===== src/rtl/pidl_pkg.sv =====
`timescale 1ns / 1ps
package pidl_pkg;

    // Default sizes
    localparam int DEPTH_DEF     = 8;
    localparam int WORD_BITS_DEF = 32;

    // Fixed field widths
    localparam int OP_BITS     = 2;
    localparam int POS_BITS    = 4;
    localparam int VALUE_BITS  = 32;
    localparam int STATUS_BITS = 2;
    localparam int FILL_BITS   = 4;

    typedef enum logic [OP_BITS-1:0] {
        OP_INSERT = 2'd0,
        OP_DELETE = 2'd1,
        OP_EDIT   = 2'd2,
        OP_NONE   = 2'd3
    } t_op;

    typedef enum logic [STATUS_BITS-1:0] {
        ST_DONE   = 2'd0,
        ST_APPEND = 2'd1,
        ST_FULL   = 2'd2,
        ST_RANGE  = 2'd3
    } t_status;

    // What one cell does in a cycle
    typedef enum logic [1:0] {
        CELL_HOLD      = 2'd0,
        CELL_LOAD      = 2'd1,
        CELL_FROM_PREV = 2'd2,
        CELL_FROM_NEXT = 2'd3
    } t_cell_op;

    typedef struct packed {
        logic [OP_BITS-1:0]    operation;
        logic [POS_BITS-1:0]   position;
        logic [VALUE_BITS-1:0] value;
    } t_in;

    typedef struct packed {
        logic [STATUS_BITS-1:0] status;
        logic [FILL_BITS-1:0]   fill_count;
        logic                   list_full;
    } t_out;

endpackage


===== src/rtl/positional_insert_delete_list_core.sv =====
`timescale 1ns / 1ps
// Positional insert/delete list.
// Holds a packed list of up to DEPTH words in a row of cells plus a fill count.
// Input channel (i_in_valid / o_in_ready / i_in): one item carries an operation
// (insert, delete, edit), a 1-based position and a value.
// Output channel (o_out_valid / i_out_ready / o_out): one result per item with
// a status, the fill count after the operation and a full flag.
// The result is registered and appears in the cycle after the item is
// taken. One item is taken per cycle unless a stalled receiver holds the
// result; every cell loads or shifts from its neighbor in the same cycle.
// The input is ready whenever the result register is empty or being drained,
// so a stalled receiver holds the result and stops intake one item deep.
// Reset empties the list (fill count zero) and clears the result register;
// stored words have no reset and are never shown.
module positional_insert_delete_list_core #(
    parameter int DEPTH     = pidl_pkg::DEPTH_DEF,
    parameter int WORD_BITS = pidl_pkg::WORD_BITS_DEF
) (
    input  logic           i_clk,
    input  logic           i_rst_n,
    input  logic           i_in_valid,
    output logic           o_in_ready,
    input  pidl_pkg::t_in  i_in,
    output logic           o_out_valid,
    input  logic           i_out_ready,
    output pidl_pkg::t_out o_out
);

    logic                 w_fire;
    pidl_pkg::t_cell_op   w_cmd [DEPTH];
    pidl_pkg::t_out       w_result;
    logic [WORD_BITS-1:0] w_data [DEPTH];
    logic [WORD_BITS-1:0] w_load;
    logic                 r_out_valid;
    pidl_pkg::t_out       r_out;

    assign o_in_ready = !r_out_valid || i_out_ready;
    assign w_fire     = i_in_valid && o_in_ready;
    assign w_load     = WORD_BITS'(i_in.value);

    pidl_ctrl #(
        .DEPTH (DEPTH)
    ) u_ctrl (
        .i_clk    (i_clk),
        .i_rst_n  (i_rst_n),
        .i_fire   (w_fire),
        .i_item   (i_in),
        .o_cmd    (w_cmd),
        .o_result (w_result)
    );

    // Row of cells, each linked to both neighbors
    for (genvar k = 0; k < DEPTH; k++) begin : g_cell
        logic [WORD_BITS-1:0] w_prev;
        logic [WORD_BITS-1:0] w_next;
        if (k == 0) begin : g_first
            assign w_prev = '0;
        end else begin : g_prev
            assign w_prev = w_data[k-1];
        end
        if (k == DEPTH - 1) begin : g_last
            assign w_next = '0;
        end else begin : g_next
            assign w_next = w_data[k+1];
        end
        pidl_cell #(
            .WORD_BITS (WORD_BITS)
        ) u_cell (
            .i_clk  (i_clk),
            .i_cmd  (w_cmd[k]),
            .i_load (w_load),
            .i_prev (w_prev),
            .i_next (w_next),
            .o_data (w_data[k])
        );
    end

    // Hold the result until the receiver takes it
    always_ff @(posedge i_clk) begin
        if (!i_rst_n) begin
            r_out_valid <= 1'b0;
        end else if (o_in_ready) begin
            r_out_valid <= w_fire;
        end
    end

    always_ff @(posedge i_clk) begin
        if (w_fire) begin
            r_out <= w_result;
        end
    end

    assign o_out_valid = r_out_valid;
    assign o_out       = r_out;

endmodule


===== src/rtl/pidl_cell.sv =====
`timescale 1ns / 1ps
module pidl_cell #(
    parameter int WORD_BITS = pidl_pkg::WORD_BITS_DEF
) (
    input  logic                 i_clk,
    input  pidl_pkg::t_cell_op   i_cmd,
    input  logic [WORD_BITS-1:0] i_load,
    input  logic [WORD_BITS-1:0] i_prev,
    input  logic [WORD_BITS-1:0] i_next,
    output logic [WORD_BITS-1:0] o_data
);

    logic [WORD_BITS-1:0] r_data;
    logic [WORD_BITS-1:0] n_data;

    // Pick the new word: keep, take the new item, or shift from a neighbor
    always_comb begin
        case (i_cmd)
            pidl_pkg::CELL_LOAD:      n_data = i_load;
            pidl_pkg::CELL_FROM_PREV: n_data = i_prev;
            pidl_pkg::CELL_FROM_NEXT: n_data = i_next;
            default:                  n_data = r_data;
        endcase
    end

    always_ff @(posedge i_clk) begin
        r_data <= n_data;
    end

    assign o_data = r_data;

endmodule


===== src/rtl/pidl_ctrl.sv =====
`timescale 1ns / 1ps
module pidl_ctrl #(
    parameter int DEPTH = pidl_pkg::DEPTH_DEF
) (
    input  logic               i_clk,
    input  logic               i_rst_n,
    input  logic               i_fire,
    input  pidl_pkg::t_in      i_item,
    output pidl_pkg::t_cell_op o_cmd [DEPTH],
    output pidl_pkg::t_out     o_result
);

    localparam int CW = $clog2(DEPTH + 1);
    localparam int EW = ((CW > pidl_pkg::POS_BITS) ? CW : pidl_pkg::POS_BITS) + 1;

    logic [CW-1:0] r_count;
    logic [CW-1:0] n_count;
    logic [EW-1:0] w_pos;
    logic [EW-1:0] w_cnt;
    logic [EW-1:0] w_depth;
    logic          w_pos_zero;
    pidl_pkg::t_status w_status;

    assign w_pos      = EW'(i_item.position);
    assign w_cnt      = EW'(r_count);
    assign w_depth    = EW'(DEPTH);
    assign w_pos_zero = (w_pos == '0);

    // Decode the operation into a status, the new count and one command per cell
    always_comb begin
        w_status = pidl_pkg::ST_RANGE;
        n_count  = r_count;
        for (int k = 0; k < DEPTH; k++) begin
            o_cmd[k] = pidl_pkg::CELL_HOLD;
        end
        unique case (pidl_pkg::t_op'(i_item.operation))
            pidl_pkg::OP_INSERT: begin
                if (w_cnt == w_depth) begin
                    w_status = pidl_pkg::ST_FULL;
                end else if (w_pos_zero || w_pos > w_depth) begin
                    w_status = pidl_pkg::ST_RANGE;
                end else if (w_pos > w_cnt + EW'(1)) begin
                    // append at the first free cell
                    w_status = pidl_pkg::ST_APPEND;
                    n_count  = CW'(w_cnt + EW'(1));
                    for (int k = 0; k < DEPTH; k++) begin
                        if (EW'(k) == w_cnt) o_cmd[k] = pidl_pkg::CELL_LOAD;
                    end
                end else begin
                    // load at the position, push later entries back
                    w_status = pidl_pkg::ST_DONE;
                    n_count  = CW'(w_cnt + EW'(1));
                    for (int k = 0; k < DEPTH; k++) begin
                        if (EW'(k) + EW'(1) == w_pos) begin
                            o_cmd[k] = pidl_pkg::CELL_LOAD;
                        end else if (EW'(k) + EW'(1) > w_pos) begin
                            o_cmd[k] = pidl_pkg::CELL_FROM_PREV;
                        end
                    end
                end
            end
            pidl_pkg::OP_DELETE: begin
                if (!(w_pos_zero || w_pos > w_cnt)) begin
                    // pull later entries forward over the removed one
                    w_status = pidl_pkg::ST_DONE;
                    n_count  = CW'(w_cnt - EW'(1));
                    for (int k = 0; k < DEPTH - 1; k++) begin
                        if (EW'(k) + EW'(1) >= w_pos) o_cmd[k] = pidl_pkg::CELL_FROM_NEXT;
                    end
                end
            end
            pidl_pkg::OP_EDIT: begin
                if (!(w_pos_zero || w_pos > w_cnt)) begin
                    w_status = pidl_pkg::ST_DONE;
                    for (int k = 0; k < DEPTH; k++) begin
                        if (EW'(k) + EW'(1) == w_pos) o_cmd[k] = pidl_pkg::CELL_LOAD;
                    end
                end
            end
            default: begin
                w_status = pidl_pkg::ST_RANGE;
            end
        endcase
        // drop all changes unless the item is taken
        if (!i_fire) begin
            n_count = r_count;
            for (int k = 0; k < DEPTH; k++) begin
                o_cmd[k] = pidl_pkg::CELL_HOLD;
            end
        end
    end

    always_ff @(posedge i_clk) begin
        if (!i_rst_n) begin
            r_count <= '0;
        end else begin
            r_count <= n_count;
        end
    end

    assign o_result.status     = w_status;
    assign o_result.fill_count = pidl_pkg::FILL_BITS'(n_count);
    assign o_result.list_full  = (EW'(n_count) == w_depth);

endmodule


===== config.mk =====
export PLATFORM = sky130hd
export DESIGN_NAME = positional_insert_delete_list_core
export DESIGN_NICKNAME = d
export VERILOG_FILES = /design/src/rtl/pidl_pkg.sv /design/src/rtl/positional_insert_delete_list_core.sv /design/src/rtl/pidl_cell.sv /design/src/rtl/pidl_ctrl.sv
export SDC_FILE = /design/constraint.sdc
export NUM_CORES = 1
export LEC_CHECK = 0
export BUFFER_PORTS_ARGS = -buffer_cell sky130_fd_sc_hd__buf_2
export CORE_MARGIN = 3
export CORE_UTILIZATION = 49
export DETAILED_ROUTE_END_ITERATION = 6
export GPL_TIMING_DRIVEN = 0
export MAX_ROUTING_LAYER = met4
export PLACE_DENSITY = 0.82
export SLEW_MARGIN = 20
export SYNTH_ARGS = -nofsm -noshare
export SYNTH_HDL_FRONTEND = slang
export SYNTH_SLANG_ARGS = --single-unit

===== constraint.sdc =====
create_clock -name i_clk -period 6 [get_ports i_clk]
set_clock_uncertainty 0.1 [all_clocks]
set_input_delay 1.2 -clock i_clk [delete_from_list [all_inputs] [get_ports i_clk]]
set_output_delay 1.2 -clock i_clk [all_outputs]
set_load 0.02 [all_outputs]

==> results.txt <==
Critical Path RT - 6000 ps
HPWL Detailed - 1700 um
internal power - 0.144 mW
Clock power frac - 0.228
gpl congestion - 0.836
Detailed Route WL - 2130 um
core area - 1840 um^2
Port Buffers - 18
switching power - 0.0672 mW
peak supply drop - 0.124 mV
vias per inst - 6.00
chip height - 51.6 um
H-tree levels - 1
Syn Inst Count - 104
Placed Instance Area - 1140 um^2
largest net degree at the start of global routing - 10
Worst Path Max Fanout - 6
starting density of the core - 0.554
max cap viols - 0
Syn Std Cell Area - 1020 um^2
gr ovfl total - 0
PD cells - 181 nW/um^2
CTS Root Cell - clkbuf_4
Sequential Power Share - 0.461
Top Family by Delay on Critical Path - simple AND/OR/NAND/NOR gates
n_diodes - 0
drt first-iter violations - 36
clk sink count - 12
CTS tree - yes
most frequent cell after synthesis - ha_1
count of cell types in the netlist - 45
RSZ-0062 raised after global routing - no
Hold Vio Cnt, Final - 0
fraction of registers with async set/reset - 0
Max Freq - 322 MHz
top cells by area, synth - edfxtp_1 21%, ha_1 16%, dfxtp_1 9.8%
Final min period - 3110 ps
worst path arrival time - 3110 ps
Slew HR - 0.637
kind of end point of the critical path - register
Residual DRC - 0
CTS buffer count - 3
final period utilization - 0.518
setup tns final - 0 ps
Worst-Margin Slew - 536 ps
synth cell count leaders - 13 x ha_1, 10 x inv_1, 7 x edfxtp_1
final setup violating endpoints - 0
fin nets - 182
count of pins over their slew limit - 0
row count - 15
synth warn - 0
vias in the first global route - 809
Clock Tree Buf Depth - 2
leakage power - 0.492 nW
post-synth top area share - 0.206
proportion of layout cells with a drive suffix above 1 - 0.286
area delta synth->final - 14.5%
status - completed
CP max stage cell - or4_1
worst path cell trace - buf_2 -> inv_1 -> ha_1 -> nand4b_1 -> nor2_2 -> a31oi_4 -> or4_1 -> o211ai_2 -> nor4b_2
Clk Latency, worst-skew pair - 260 ps
wire length of the first global-routing pass - 3500 um
most common flop cell mapped by yosys - edfxtp_1
GR Util All Layers - 0.176
Startpoint Class - primary input
Switching Share - 0.319
sequential area share after synthesis - 0.304
initial antenna violation count - 0
CP bufs+invs - 2
Post CTS Setup Buffer Count - 0
Comb power frac - 0.311
die area - 2660 um^2
die width - 51.6 um
HP Class - reg2reg
post-route ant nets - 0
Pwr Total - 0.211 mW
critical path's largest stage delay - 550 ps
DRT Pass-1 Iters - 4
Worst-path clk slew - 70 ps
vias - 906
WS Path Type - in2reg
Syn Area/Cell - 9.81 um^2
Mapped Nets - 159
Resized Gates After CTS - 0
post-synthesis sequential element count - 12
WL per Instance - 14.1 um
Post-synth EDFFs - 7
Synth area leader - edfxtp_1
Post-CTS Hold Buffers - 0
final non-filler cell area - 1170 um^2
Top Ports - 51
-- through the flow --
| step | std cells | utilization | hold WS (ps) | setup WS [ps] |
|---|---|---|---|---|
| after detailed placement | 147 | 0.620 | 537 | 2640 |
| final | 151 | 0.635 | 561 | 2890 |
| after global placement | 147 | 0.620 | 510 | 2680 |
| after global routing | 151 | 0.635 | 589 | 2860 |
| after floorplan | 104 | - | 577 | 2980 |
| after CTS | 151 | 0.635 | 549 | 2920 |
-- logic make-up after synthesis --
family,count (synthesis),synth area share
buf+inv,13,0.0650
fa+ha+maj,13,0.160
xor+xnor,2,0.0172
compound gates,26,0.223
flops,12,0.304
simple gates,38,0.231
-- worst reg2reg max path, cell delays in order (launching register included) --
cell and delay [ps]:
dfxtp_1 490, inv_1 110, ha_1 300, nand4b_1 250, nor2_2 190, a31oi_4 80, or4_1 550, o211ai_2 130
nor4b_2 220
-- cell type report --
cell class / instances / area (um^2)
fill: 169 / 672
tap: 25 / 31.3
clock buffer: 3 / 22.5
buffer: 3 / 28.8
multi-input combinational: 79 / 643
timing repair buffer: 18 / 90.1
clock inverter: 1 / 3.75
sequential: 12 / 310
inverter: 10 / 37.5
-- final timing paths --
check,slack [ps],end,cells past startpoint,from
worst max-delay path,2890,o_out[0]$_DFFE_PP_,9,i_in[32]
worst min-delay path,560,o_out_valid$_SDFFE_PN0N_,2,o_out_valid$_SDFFE_PN0N_
worst max register to register,3420,o_out[0]$_DFFE_PP_,8,u_ctrl.r_count[0]$_SDFF_PN0_
worst min register to register,560,o_out_valid$_SDFFE_PN0N_,2,o_out_valid$_SDFFE_PN0N_
-- metal layers --
layer	global-route usage	routed length, um
met1	0.214	903
met2	0.305	1070
met3	0.0344	154
met4	0.0349	0
met5	-	0
-- power by group through the flow --
stage          logic, mW  clock network [mW]  registers (mW)
2_1_floorplan     0.0398                   0           0.105
6_report          0.0656              0.0481          0.0973
3_3_place_gp      0.0627                   0          0.0989
4_1_cts           0.0651              0.0494          0.0972
5_1_grt           0.0722              0.0534          0.0979
3_5_place_dp      0.0649                   0          0.0991
-- cell usage in the layout (no fill, tap or decap), types with 2 or more instances in the layout --
cell type,netlist,layout
or2_1,2,2
edfxtp_1,7,7
nor2_1,2,2
nand3_1,6,6
ha_1,13,13
nand2_1,6,6
clkbuf_4,0,3
nand3_2,2,2
o211ai_2,2,2
a21oi_2,2,2
or3_1,3,3
inv_1,10,10
and2_1,5,5
dfxtp_1,5,5
a21oi_1,3,3
o211ai_1,3,3
nand4_1,2,2
buf_2,0,18
a31oi_1,2,2
xnor2_1,2,2
-- sequential cells by signal (all words and copies together), names as in the netlist --
signal and count:
o_out_valid 1, o_out 7, u_ctrl.r_count 4
Note: power is estimated with default switching activity, not from simulation.
